===== config.mk =====
export PLATFORM = sky130hd
export DESIGN_NAME = dmt_cell
export DESIGN_NICKNAME = d
export VERILOG_FILES = /design/src/design/dmt_pkg.sv /design/src/design/dmt_cell.sv
export SDC_FILE = /design/constraint.sdc
export NUM_CORES = 1
export LEC_CHECK = 0
export ABC_CLOCK_PERIOD_IN_PS = 3800
export BUFFER_PORTS_ARGS = -buffer_cell sky130_fd_sc_hd__buf_2
export CAP_MARGIN = 20
export CELL_PAD_IN_SITES_DETAIL_PLACEMENT = 2
export CELL_PAD_IN_SITES_GLOBAL_PLACEMENT = 2
export CORE_ASPECT_RATIO = 1.4
export CORE_MARGIN = 5
export CORE_UTILIZATION = 27
export CTS_BUF_LIST = sky130_fd_sc_hd__clkbuf_4 sky130_fd_sc_hd__clkbuf_8
export DETAILED_ROUTE_END_ITERATION = 6
export GPL_TIMING_DRIVEN = 0
export PLACE_DENSITY_LB_ADDON = 0.1
export REMOVE_ABC_BUFFERS = 1
export SETUP_SLACK_MARGIN = 0.02
export SLEW_MARGIN = 30
export SYNTH_ARGS = -nofsm -noshare
export SYNTH_HDL_FRONTEND = slang
export SYNTH_SLANG_ARGS = --single-unit

===== constraint.sdc =====
create_clock -name clk -period 3.8 [get_ports clk]
set_clock_uncertainty 0.15 [all_clocks]
set_input_delay 0.38 -clock clk [delete_from_list [all_inputs] [get_ports clk]]
set_output_delay 0.38 -clock clk [all_outputs]
set_load 0.005 [all_outputs]

===== src/design/dmt_pkg.sv =====
// Shared constants, codes and types of the DMA mapping tracker.
package dmt_pkg;

    localparam int TABLE_ENTRIES = 16;
    localparam int ADDR_BITS     = 32;
    localparam int DEVICE_BITS   = 8;
    localparam int LEN_W         = ADDR_BITS + 1;
    localparam int END_W         = ADDR_BITS + 2;
    localparam int CMD_W         = 2;
    localparam int DIR_W         = 2;
    localparam int ALIGN_W       = 4;
    localparam int STATUS_W      = 2;
    localparam int APB_AW        = 3;
    localparam int APB_DW        = 32;

    localparam logic [ALIGN_W-1:0] ALIGN_RESET = ALIGN_W'(6);

    // register select is paddr[2]
    localparam logic REG_ALIGN_LOG2 = 1'b0;

    typedef enum logic [CMD_W-1:0] {
        CMD_MAP      = 2'd0,
        CMD_UNMAP    = 2'd1,
        CMD_SYNC_CPU = 2'd2,
        CMD_SYNC_DEV = 2'd3
    } cmd_t;

    typedef enum logic [STATUS_W-1:0] {
        STS_OK         = 2'd0,
        STS_DUPLICATE  = 2'd1,
        STS_NOT_MAPPED = 2'd2,
        STS_TABLE_FULL = 2'd3
    } status_t;

    typedef struct packed {
        logic [DEVICE_BITS-1:0] device;
        logic [ADDR_BITS-1:0]   start;
        logic [LEN_W-1:0]       length;
        logic [END_W-1:0]       end_addr;   // start + length, no wrap
        logic [DIR_W-1:0]       dir;
    } slot_data_t;

    typedef struct packed {
        logic compare;   // latch range relation against the request
        logic insert;    // take the lower neighbor's slot (map)
        logic remove;    // take the upper neighbor's slot at/after the hit (unmap)
    } cell_ctl_t;

    typedef struct packed {
        logic found;
        logic partial;
        logic size_mm;
        logic dir_mm;
    } chain_t;

endpackage


===== src/design/dmt_cell.sv =====
// One table slot: holds a mapping, compares it to the request and shifts with neighbors.
module dmt_cell (
    input  logic               clk,
    input  logic               rst_n,
    input  dmt_pkg::cell_ctl_t ctl,
    input  dmt_pkg::slot_data_t req,
    input  logic               prev_valid,
    input  dmt_pkg::slot_data_t prev_data,
    input  logic               next_valid,
    input  dmt_pkg::slot_data_t next_data,
    input  dmt_pkg::chain_t    chain_in,
    output dmt_pkg::chain_t    chain_out,
    output logic               valid,
    output dmt_pkg::slot_data_t data
);
    import dmt_pkg::*;

    logic       valid_reg, valid_next;
    slot_data_t data_reg, data_next;
    logic       contained_reg, partial_reg, len_eq_reg, dir_eq_reg;

    logic dev_eq, contained_cmp, overlap_cmp, hit;

    always_comb
    begin
        dev_eq        = (data_reg.device == req.device);
        contained_cmp = valid_reg && dev_eq && (data_reg.start <= req.start)
                        && (req.end_addr <= data_reg.end_addr);
        overlap_cmp   = valid_reg && dev_eq
                        && ({2'b00, req.start} < data_reg.end_addr)
                        && ({2'b00, data_reg.start} < req.end_addr);
    end

    // priority chain: first containing slot from the newest end wins
    always_comb
    begin
        hit               = contained_reg && !chain_in.found;
        chain_out.found   = chain_in.found || contained_reg;
        chain_out.partial = chain_in.partial || (partial_reg && !chain_in.found);
        chain_out.size_mm = chain_in.size_mm || (hit && !len_eq_reg);
        chain_out.dir_mm  = chain_in.dir_mm || (hit && !dir_eq_reg);
    end

    always_comb
    begin
        valid_next = valid_reg;
        data_next  = data_reg;
        if (ctl.insert)
        begin
            valid_next = prev_valid;
            data_next  = prev_data;
        end
        else if (ctl.remove && chain_out.found)
        begin
            valid_next = next_valid;
            data_next  = next_data;
        end
    end

    always_ff @(posedge clk or negedge rst_n)
    begin
        if (!rst_n)
        begin
            valid_reg     <= 1'b0;
            contained_reg <= 1'b0;
            partial_reg   <= 1'b0;
        end
        else
        begin
            valid_reg <= valid_next;
            if (ctl.compare)
            begin
                contained_reg <= contained_cmp;
                partial_reg   <= overlap_cmp && !contained_cmp;
            end
        end
    end

    always_ff @(posedge clk)
    begin
        data_reg <= data_next;
        if (ctl.compare)
        begin
            len_eq_reg <= (data_reg.length == req.length);
            dir_eq_reg <= (data_reg.dir == req.dir);
        end
    end

    assign valid = valid_reg;
    assign data  = data_reg;

endmodule


# After elaboration in Yosys (flattened, before gate mapping)

Index checks and enable logic that the tools add are counted.

Output and inout bits: 114
Input bits: 338
Bits in registers: 114

Eq/ne operators: 3
Reductions and logical operators: 20
Magnitude comparators: 4
Muxes and demuxes: 4

Operators by type and width:

| operator            | number |
|---|---|
| $mux W109           | 2 |
| $lt A32 B34 Y1      | 2 |
| $le A34 B34 Y1      | 1 |
| $eq A33 B33 Y1      | 1 |
| $le A32 B32 Y1      | 1 |
| $logic_and A1 B1 Y1 | 11 |
| $eq A8 B8 Y1        | 1 |
| $logic_not A1 Y1    | 4 |
| $logic_or A1 B1 Y1  | 4 |
| $eq A2 B2 Y1        | 1 |
| $mux W1             | 2 |
| $reduce_bool A2 Y1  | 1 |

# Depth between registers and ports, before layout

Gate-level depths: netlist of run 1.

Depth in word-level cells: 6
Depth in mapped cells: 9
Gate-level depth less buffers: 9

# Worst setup path before layout of run 1

OpenSTA, ideal clock, no wires.

Kind: input-to-reg
Start: input port ctl[1] (netlist bit)
End: register valid_reg, in the netlist valid
Data arrival time: 3,454 ps
Stages: 3
Slack: 65 ps
Path through: clkbuf_1 a21o_1 mux2_2

Cells in the longest elaborated chain, start to end: 1
Elaborated cells between the ends (all ways): 2

Ends and longest elaborated chain:

| what                                                 | line           | text |
|---|---|---|
| start, declared                                      | dmt_cell.sv:5  | `input dmt_pkg::cell_ctl_t ctl,` |
| $mux W1 / $reduce_bool A2 Y1 (equally long branches) | -              |  |
| end signal, assigned                                 | dmt_cell.sv:70 | `valid_reg <= valid_next;` |
| end, declared                                        | dmt_cell.sv:18 | `logic valid_reg, valid_next;` |

Parallel ways exist; a longest one is shown, timed or not.
A chain may end at the register's enable or synchronous reset.

# Final worst setup path of run 1

Start: register data_reg, in the netlist data[21]
End: register partial_reg

Cells in the longest elaborated chain, start to end: 4
Elaborated cells between the ends (all ways): 7

Ends and longest elaborated chain:

| what                                                           | line                           | text |
|---|---|---|
| start, declared                                                | dmt_cell.sv:19                 | `slot_data_t data_reg, data_next;` |
| start signal, assigned                                         | dmt_cell.sv:81                 | `data_reg <= data_next;` |
| $lt A32 B34 Y1 / $le A34 B34 Y1 (equally long branches)        | dmt_cell.sv:30, dmt_cell.sv:28 |  |
| $logic_and A1 B1 Y1, on equally long branches                  | dmt_cell.sv:30, dmt_cell.sv:28 |  |
| $logic_and A1 B1 Y1 / $logic_not A1 Y1 (equally long branches) | dmt_cell.sv:31, dmt_cell.sv:74 |  |
| $logic_and A1 B1 Y1 (*)                                        | dmt_cell.sv:74                 | `partial_reg <= overlap_cmp && !contained_cmp;` |
| end signal, assigned                                           | dmt_cell.sv:74                 |  |
| end, declared                                                  | dmt_cell.sv:20                 | `logic contained_reg, partial_reg, len_eq_reg, dir_eq_reg;` |

Mark *: on every way between the ends. The rest lies on a longest branch, timed or not.

==> summary.txt, run 1 <==
Run status
  • Status: completed

Clocking
  • Root buffer cell: clkbuf_8
  • CTS tree: yes
  • H-Tree Depth: 4
  • Clk_lat worst skew: 470 ps
  • Clk sinks: 114
  • Post-cts resize count: 0
  • CTS max path bufs: 2
  • Cts bufs inserted: 17
  • Post CTS Setup Buffer Count: 0
  • Worst-path clk slew: 90 ps

Worst setup path
  • CP cell instances: inv_1, ha_1, a21o_1, nand3_1, a21oi_1, a2111oi_0, o21ai_0, a2111oi_0, a32o_1
  • Crit-path most repeated cell: a2111oi_0
  • Crit path depth: 9
  • Cell family with most CP delay: compound AO/OA/AOI/OAI gates
  • Slowest CP cell: a2111oi_0
  • Worst Reg-to-Reg Cells: 9
  • Max FO, Critical Path: 2
  • CP Launch Type: flop
  • Critical Path RT: 4050 ps
  • Crit Path Class: flop to flop
  • CP endpoint kind: flop
  • Worst path arrival time: 3060 ps
  • CP bufs+invs: 1
  • Largest stage delay on the critical path: 530 ps

GRT
  • First-pass GRT wire length: 50.43 mm
  • Vias in the first global route: 8842
  • Congestion Overflow GR: 0
  • Gr usage total: 19.75%
  • Initial antenna violation count: 13
  • Largest net degree at the start of global routing: 72

STA
  • Setup WS post-layout: 986.0 ps
  • Slew HR: 59.02%
  • Final worst-path cycle share: 74.05%
  • Final setup TNS: 0 ps
  • Max-slew violation count: 0
  • Unrepaired setup endpoints after global routing: no
  • Final hold violations: 0
  • WHS: 59.50 ps
  • Worst-Margin Slew: 599.3 ps
  • Setup Viol. Count Final: 0
  • Post-route minimum period: 2814 ps
  • Achievable frequency: 0.3554 GHz

Yosys
  • Ys flop type: edfxtp_1
  • Post-synth top area share: 39.98%
  • Asr flop ratio synth: 2.632%
  • Syn_area_per_cell: 11.39 um2
  • EDFF count, synth: 111
  • Post-synthesis register bit count: 114
  • Largest cells by area after synthesis: edfxtp_1, ha_1, mux2_2
  • Synth top cells by count: ha_1, edfxtp_1, mux2_2
  • Synthesized cell area: 8338 um2
  • Netlist cell types: 40
  • Warnings from Yosys: 0
  • Count leader, synth: ha_1
  • Seq/Total Area, Yosys: 40.88%
  • Cells after Synth: 732
  • Synth area leader: edfxtp_1

Min path
  • Worst Hold Class: input port to flop
  • Worst Hold Depth: 2

Route
  • Remaining DRCs: 0
  • Initial detailed-routing violation count: 162
  • Drt wl/cell: 21.81 um
  • Via density: 4.707
  • Drt first pass iters: 6
  • Via count: 7564
  • ANT nets after route: 0
  • WL final: 35.04 mm

Floorplan
  • Core ar.: 30620 um2
  • Area of the die: 34550 um2
  • I/O pin count: 452
  • Initial Util: 27.23%
  • DIE WIDTH: 158.5 um
  • Die Y: 217.9 um
  • # rows: 76

Flow run
  • Max cap viols: 0

Placed design
  • DPL Wire Length: 30.66 mm
  • Post-placement cell count: 1564
  • Post-placement cell area: 11120 um2
  • I/O Buffers: 451
  • Gpl congestion: 0.8284
  • Setup WS pre-CTS: 861.5 ps

Finish
  • Count of non-filler cells in the finished layout: 1607
  • P&R area growth vs syn: 38.73%
  • Number of flip-flops under the largest register name: 109
  • Final nets: 1661
  • Share of cells above drive strength 1: 49.75%
  • Final core occ: 37.78%
  • Cell area after layout: 11570 um2

Power and ir drop
  • Overall power: 4.005 mW
  • Power density cells: 346.3 nW/um2
  • Peak supply drop: 0.1642 mV
  • P_leak: 5.661 nW
[where the power goes]
group / switching [mW] / internal, mW
clock: 0.617 / 0.607
combinational: 0.566 / 0.554
sequential: 0.110 / 1.55
total: 1.29 / 2.71
[cells by family (layout without fill, tap and decap cells)]
kind of cell | count (synthesis) | in the layout | share of synthesized area [%]
and+or+nand+nor | 116 | 116 | 7.173
AOI/OAI and AO/OA | 107 | 107 | 8.148
other | 0 | 9 | 0
buffers and inverters | 113 | 589 | 5.087
adders and majority gates | 128 | 128 | 19.21
muxes | 111 | 111 | 14.99
DFF | 114 | 114 | 40.88
xor gates and xnor gates | 43 | 43 | 4.517
[path summary, 6_finish.rpt]
kind	from	endpoint	slack (ps)
worst max-delay path	data[21]$_DFFE_PP_	partial_reg$_DFFE_PN0P_	990
worst min-delay path	next_data[107]	data[107]$_DFFE_PP_	60
worst max register to register	data[21]$_DFFE_PP_	partial_reg$_DFFE_PN0P_	990
worst min register to register	valid$_DFFE_PN0P_	valid$_DFFE_PN0P_	410
max in group asynchronous	rst_n	contained_reg$_DFFE_PN0P_	3230
min in group asynchronous	rst_n	partial_reg$_DFFE_PN0P_	140
[cell usage in the layout (no fill, tap or decap), drive strengths merged, types with 19 or more instances in the layout]
cell / instances
xnor2: 21
buf: 454
clkbuf: 19
ha: 128
edfxtp: 111
a21oi: 41
nand4: 27
nand2: 34
mux2: 111
xor2: 22
inv: 104
[routing by layer]
metal  up-vias  part of all wire, %  global-route usage [%]
met4         8                  1.9                   5.206
li1       3640                    -                       -
met2       241                   57                   39.01
met3        39                  6.6                   6.095
met5         -                 0.14                       0
met1      3636                   35                   19.37
[area by class of cell]
type,instances,area [um2]
well taps,390,488.0
diodes,9,22.52
repair buffers,456,2355
clock inverters,13,152.6
flip-flops and latches,114,3408
multi-input cells,505,4513
clock buffers,19,249.0
fillers,3450,19050
inverters,101,379.1
[what timing repair did]
| action | in CTS | in global routing |
|---|---|---|
| hold endpoints to repair | 5 | 0 |
| setup endpoints to repair | 0 | 0 |
| hold buffers | 2 | 0 |
No activity file was read; power rests on OpenSTA's default activity.
==> run 2: changes to the inputs <==
Settings changed: ABC_CLOCK_PERIOD_IN_PS 3800 to 2360, CORE_UTILIZATION 27 to 25.
Clock period 3.8 ns to 2.36 ns, I/O delays scaled along.
==> run 2 against run 1 <==
Compared with the run above:
- the run now ends with negative setup slack left
- sequential power rose by 61%
- fmax is 5.5% higher
- flip-flop and latch count stayed put
- worst hold slack worse by 4.2 ps
- non-clock buffer count rose by 238
- combinational power up 110%
- global-route usage rose by 1.5 points
- first-iteration DRC count is 51% higher
- clock power increased by 57%
- critical path type unchanged
- largest cell class is now non-clock buffers
- largest power group unchanged
==> summary.txt, run 2 (synthesis gave the netlist of run 1 again) <==
Floorplan
  • DIE WIDTH: 164.3 um (+3.7%)
  • Area of the die: 37160 um2 (+7.6%)
  • # rows: 79 (+3.9%)
  • Die Y: 226.1 um (+3.7%)
  • Initial Util: 25.18% (-2.1 points)
  • I/O pin count: 452 (unchanged)
  • Core ar.: 33110 um2 (+8.1%)

Power and ir drop
  • P_leak: 6.670 nW (+18%)
  • Clock power frac: 27.7% (-2.9 points)
  • Switching portion of total power: 32.08% (-0.21 points)
  • Combinational share of power: 33.5% (+5.5 points)
  • Reg power frac: 38.8% (-2.7 points)
  • Net Sw Power: 2.214 mW (+71%)
  • Power density cells: 488.3 nW/um2 (+41%)
  • Peak supply drop: 0.2696 mV (+64%)
  • Int Pwr: 4.687 mW (+73%)

Clocking
  • Clk sinks: 114 (unchanged)
  • Root buffer cell: clkbuf_8
  • H-Tree Depth: 4 (unchanged)
  • Worst-path clk slew: 80 ps (about the same)
  • Clk_lat worst skew: 470 ps (about the same)
  • CTS tree: yes
  • CTS max path bufs: 2 (unchanged)
  • Cts bufs inserted: 17 (unchanged)

Route
  • Via count: 8692 (+15%)
  • Via density: 4.563 (-3.1%)
  • Drt wl/cell: 21.21 um (-2.7%)
  • ANT nets after route: 0 (unchanged)
  • WL final: 40.40 mm (+15%)
  • Initial detailed-routing violation count: 245 (+51%)
  • Drt first pass iters: 4 (-2)
  • Remaining DRCs: 0 (unchanged)

Finish
  • Count of non-filler cells in the finished layout: 1905 (+19%)
  • Commonest non-fill, non-tap cells in the layout: buf_2, dlygate4sd3_1, ha_1, mux2_2, edfxtp_1
  • Commonest non-fill, non-tap cell in the layout: buf_2
  • P&R area growth vs syn: 69.52%
  • Fillers: 3594 (+4.2%)
  • Final nets: 1899 (+14%)
  • Share of cells above drive strength 1: 43.98% (-5.8 points)
  • Cell area after layout: 14130 um2 (+22%)
  • Combined area of the multi-input logic cells: 4667 um2 (+3.4%)
  • Register area: 3408 um2 (unchanged)
  • Number of flip-flops under the largest register name: 109 (unchanged)

GRT
  • Top Usage Layer GRT: met2
  • Congestion Overflow GR: 0 (unchanged)
  • Vias in the first global route: 10400 (+18%)
  • GR Util met2: 43.18% (+4.2 points)
  • Gr usage total: 21.29% (+1.5 points)
  • Initial antenna violation count: 18 (+5)
  • Largest net degree at the start of global routing: 58 (-19%)
  • First-pass GRT wire length: 58.82 mm (+17%)
  • M1 GR Usage: 19.46% (+0.094 points)
  • M3 GR Usage: 6.317% (+0.22 points)

Worst setup path
  • Critical Path RT: 2580 ps (-1470 ps)
  • Worst r2r src: data[9]$_DFFE_PP_
  • Worst R2R Setup Slack: -310 ps (-1290 ps)
  • Worst r2r dst: partial_reg$_DFFE_PN0P_
  • Max FO, Critical Path: 3 (+1)
  • CP endpoint kind: flop
  • CP Launch Type: flop
  • Crit Path Class: flop to flop
  • Worst Reg-to-Reg Cells: 9 (unchanged)
  • Critical Path Source: data[9]$_DFFE_PP_
  • Worst path arrival time: 2890 ps (-170 ps)

Min path
  • Hold Path Origin: req[45]
  • Worst Hold Endpoint: len_eq_reg$_DFFE_PP_
  • Worst Hold Depth: 3 (+1)
  • Worst Hold Class: input port to flop

STA
  • Max-slew violation count: 0 (unchanged)
  • Achievable frequency: 0.3748 GHz (+5.5%)
  • Final hold violations: 0 (unchanged)
  • Slew HR: 68.34% (+9.3 points)
  • Setup WS post-layout: -308.3 ps (-1294 ps)
  • Worst-Margin Slew: 474.9 ps (-124.4 ps)
  • Post-route minimum period: 2668 ps (-145.7 ps)
  • Final worst-path cycle share: 113.1% (+39 points)
  • Setup Viol. Count Final: 2 (+2)
  • Unrepaired setup endpoints after global routing: yes

Placed design
  • Post-placement cell count: 1619 (+3.5%)
  • Gpl congestion: 0.7886 (-4.8%)
  • DPL Wire Length: 30.77 mm (+0.36%)
  • Post-placement cell area: 11200 um2 (+0.69%)
  • I/O Buffers: 451 (unchanged)

Flow run
  • Max cap viols: 0 (unchanged)

Run status
  • Status: complete, but fails checks
  • Failing checks: negative setup slack
run 2: cell types whose count changed in the layout (fill, tap and decap cells not counted), sizes merged:
cell and delta:
clkinvlp +2, diode +5, clkbuf -1, dlygate4sd3 +223, inv -2, clkinv +1
buf +15
run 2: power groups by stage:
stage	Sequential [mW]	Clock [mW]	Combinational [mW]
after floorplan	2.71	0	0.861
after global placement	2.73	0	1.79
after detailed placement	2.73	0	1.86
after CTS	2.68	1.99	2.30
after global routing	2.71	2.08	2.57
final	2.68	1.91	2.31
run 2: area by class of cell:
cell class / count / area share (%)
Multi-Input combinational cell: 505 / 33.02
Timing Repair Buffer: 694 / 33.30
Sequential cell: 114 / 24.11
Clock buffer: 18 / 1.708
Antenna cell: 14 / 0.2479
Tap cell: 445 / 3.939
Clock inverter: 14 / 0.9914
Inverter: 101 / 2.682
run 2: per-stage QoR:
step	setup TNS, ps	total power, mW	setup WS [ps]	util, %	hold slack, ps
after detailed placement	-9198	4.584	-550.0	33.82	-97.95
after CTS	-547.4	6.977	-286.7	42.46	15.33
after floorplan	-108490	3.569	-1125	-	-209.6
after global routing	-735.4	7.363	-375.8	42.66	39.59
after global placement	-531110	4.522	-4312	33.54	-97.16
final	-606.3	6.901	-308.3	42.69	55.33
run 2: worst max-delay path by stage:
stage	slack [ps]	cells past startpoint	endpoint
2_1_floorplan	-1130	3	valid$_DFFE_PN0P_
3_3_place_gp	-4310	3	valid$_DFFE_PN0P_
6_report	-310	9	partial_reg$_DFFE_PN0P_
5_1_grt	-380	9	partial_reg$_DFFE_PN0P_
4_1_cts	-290	9	partial_reg$_DFFE_PN0P_
3_5_place_dp	-550	7	partial_reg$_DFFE_PN0P_
run 2: what timing repair did:
action | in CTS | in global routing
gates resized for setup | 25 | 2
hold endpoints to repair | 117 | 0
hold buffers | 225 | 0
buffers inserted | 12 | 3
pin swaps | 17 | 8
endpoints found under the setup margin | 2 | 2
run 2: worst max-delay path, stage by stage, from the launching register on:
cell      delay (ps)
edfxtp_1         420
inv_2            110
ha_4             210
nand4_1          210
a211oi_2          90
a2111o_1         360
a2111o_1         450
a31oi_1          170
o211ai_1         150
a32o_1           250
run 2: layer usage:
layer	share of wire (%)	vias to the layer above
met1	33	4240
met3	6.2	49
li1	-	4121
met4	1.9	12
met2	59	270
met5	0.20	-
==> run 3: changes to the inputs <==
Settings changed: PLACE_DENSITY_LB_ADDON 0.1 to 0.08.
==> run 3 against run 2 <==
Compared with the run above:
- the flow still finishes with violations (negative setup slack)
- sequential share of layout area rose by 0.062 points
- global-route usage fell by 0.28 points
- fmax fell by 1.0%
- total power rose by 2.1%
- routed wire length fell by 0.72%
- worst hold slack improved by 15 ps
- clock-buffer cell count did not move
- flip-flop and latch count did not move
==> summary.txt, run 3 (synthesis gave the netlist of run 1 again) <==
Clocking
  • Clk sinks: 114 (unchanged)
  • Worst-path clk slew: 90 ps (about the same)
  • CTS max path bufs: 2 (unchanged)
  • Root buffer cell: clkbuf_8
  • H-Tree Depth: 4 (unchanged)
  • Cts bufs inserted: 17 (unchanged)
  • Clk_lat worst skew: 480 ps (about the same)
  • CTS tree: yes

Run status
  • Status: complete, but fails checks
  • Failing checks: negative setup slack

GRT
  • Initial antenna violation count: 19 (+1)
  • GR Util met2: 41.41% (-1.8 points)
  • Top Usage Layer GRT: met2
  • M3 GR Usage: 5.843% (-0.47 points)
  • Gr usage total: 21.01% (-0.28 points)
  • Congestion Overflow GR: 0 (unchanged)
  • Vias in the first global route: 10310 (-0.80%)
  • First-pass GRT wire length: 58.08 mm (-1.3%)
  • M1 GR Usage: 19.90% (+0.44 points)
  • Largest net degree at the start of global routing: 60 (+3.4%)

STA
  • Setup WS post-layout: -335.4 ps (-27.04 ps)
  • Final worst-path cycle share: 114.2% (+1.1 points)
  • Post-route minimum period: 2695 ps (+27.04 ps)
  • Slew HR: 62.17% (-6.2 points)
  • Worst-Margin Slew: 561.6 ps (+86.69 ps)
  • WHS: 70.59 ps (+15.26 ps)
  • Achievable frequency: 0.3710 GHz (-1.0%)
  • Setup Viol. Count Final: 2 (unchanged)
  • Unrepaired setup endpoints after global routing: yes
  • Final hold violations: 0 (unchanged)
  • Max-slew violation count: 0 (unchanged)

Finish
  • Share of cells above drive strength 1: 43.47% (-0.51 points)
  • Number of flip-flops under the largest register name: 109 (unchanged)
  • Commonest non-fill, non-tap cells in the layout: buf_2, dlygate4sd3_1, ha_1, mux2_2, edfxtp_1
  • Fillers: 3577 (-0.47%)
  • P&R area growth vs syn: 69.09%
  • Commonest non-fill, non-tap cell in the layout: buf_2
  • Register area: 3408 um2 (unchanged)
  • Final core occ: 42.58% (-0.11 points)
  • Cell area after layout: 14100 um2 (-0.26%)
  • Final nets: 1893 (-0.32%)
  • Count of non-filler cells in the finished layout: 1898 (-0.37%)
  • Combined area of the multi-input logic cells: 4633 um2 (-0.72%)

Route
  • Drt first pass iters: 4 (unchanged)
  • Via density: 4.566 (about the same)
  • ANT nets after route: 0 (unchanged)
  • Remaining DRCs: 0 (unchanged)
  • Drt wl/cell: 21.13 um (-0.36%)
  • Initial detailed-routing violation count: 158 (-36%)
  • Via count: 8666 (-0.30%)
  • WL final: 40.11 mm (-0.72%)

Floorplan
  • I/O pin count: 452 (unchanged)
  • DIE WIDTH: 164.3 um (unchanged)
  • Area of the die: 37160 um2 (unchanged)
  • Die Y: 226.1 um (unchanged)
  • # rows: 79 (unchanged)
  • Core ar.: 33110 um2 (unchanged)
  • Initial Util: 25.18% (unchanged)

Worst setup path
  • Crit-path most repeated cell: a2111o_1
  • Largest stage delay on the critical path: 420 ps (-30 ps)
  • Worst path arrival time: 2920 ps (+30 ps)
  • Slowest CP cell: edfxtp_1
  • CP endpoint kind: flop
  • CP cell instances: inv_2, ha_4, a211oi_2, nor2_2, a2111o_1, a2111o_1, a31oi_1, o211ai_1, a32o_1
  • Critical Path RT: 2590 ps (about the same)
  • Crit Path Class: flop to flop
  • Cell family with most CP delay: compound AO/OA/AOI/OAI gates
  • Max FO, Critical Path: 2 (-1)
  • CP Launch Type: flop
  • CP bufs+invs: 1 (unchanged)

Flow run
  • Max cap viols: 0 (unchanged)

Placed design
  • Post-placement cell count: 1619 (unchanged)
  • Gpl congestion: 0.7724 (-2.1%)
  • DPL Wire Length: 30.83 mm (+0.18%)
  • Post-placement cell area: 11210 um2 (about the same)
  • I/O Buffers: 451 (unchanged)

Power and ir drop
  • Power density cells: 499.8 nW/um2 (+2.4%)
  • P_leak: 6.668 nW (about the same)
  • Overall power: 7.047 mW (+2.1%)
  • Peak supply drop: 0.2979 mV (+11%)

Min path
  • Worst Hold Class: input port to flop
[run 3: layout make-up]
type | instances | area share (%)
timing repair buffer | 688 | 33.12
multi-input combinational | 505 | 32.86
sequential | 114 | 24.17
tap | 445 | 3.949
inverter | 101 | 2.689
clock buffer | 18 | 1.713
clock inverter | 14 | 1.260
antenna | 13 | 0.2307
[run 3: per-layer routing]
layer | part of all wire (%) | wire length, um | vias up
met5 | 0.17 | 67 | -
met4 | 3.2 | 1275 | 10
met3 | 6.3 | 2539 | 64
met2 | 57 | 22870 | 293
met1 | 33 | 13360 | 4174
li1 | - | - | 4125
[run 3: worst register-to-register path, cell delays in order, from the launching register on]
cell and delay, ps:
edfxtp_1 420, inv_2 110, ha_4 200, a211oi_2 210
nor2_2 90, a2111o_1 400, a2111o_1 400, a31oi_1 180
o211ai_1 160, a32o_1 290
[run 3: metrics by stage]
stage / worst slack (ps) / setup TNS, ps
final: -335.4 / -642.6
after global routing: -450.6 / -878.6
after CTS: -372.1 / -720.3
after detailed placement: -525.7 / -953.1
after global placement: -4302 / -532840
after floorplan: -1125 / -108490
[run 3: path summary, 6_finish.rpt]
check / start / to / slack, ps / cells after the start
setup / recovery: data[9]$_DFFE_PP_ / partial_reg$_DFFE_PN0P_ / -340 / 9
hold / removal: req[45] / len_eq_reg$_DFFE_PP_ / 70 / 3
setup reg to reg: data[9]$_DFFE_PP_ / partial_reg$_DFFE_PN0P_ / -340 / 9
hold reg to reg: partial_reg$_DFFE_PN0P_ / partial_reg$_DFFE_PN0P_ / 390 / 1
max in group asynchronous: rst_n / contained_reg$_DFFE_PN0P_ / 1380 / 3
min in group asynchronous: rst_n / partial_reg$_DFFE_PN0P_ / 510 / 3
[run 3: power by group]
part | internal, mW | leakage [nW] | switching [mW] | total (mW)
sequential | 2.50 | 1.15 | 0.183 | 2.68
combinational | 1.24 | 5.32 | 1.04 | 2.28
clock | 1.07 | 0.202 | 1.02 | 2.09
[run 3: repair_timing]
| item | CTS | global route |
|---|---|---|
| setup buffers | 8 | 1 |
| gates resized for setup | 19 | 5 |
| endpoints found under the setup margin | 2 | 2 |
| hold buffers | 225 | 0 |
| pin swaps | 11 | 1 |
| hold endpoints to repair | 118 | 0 |
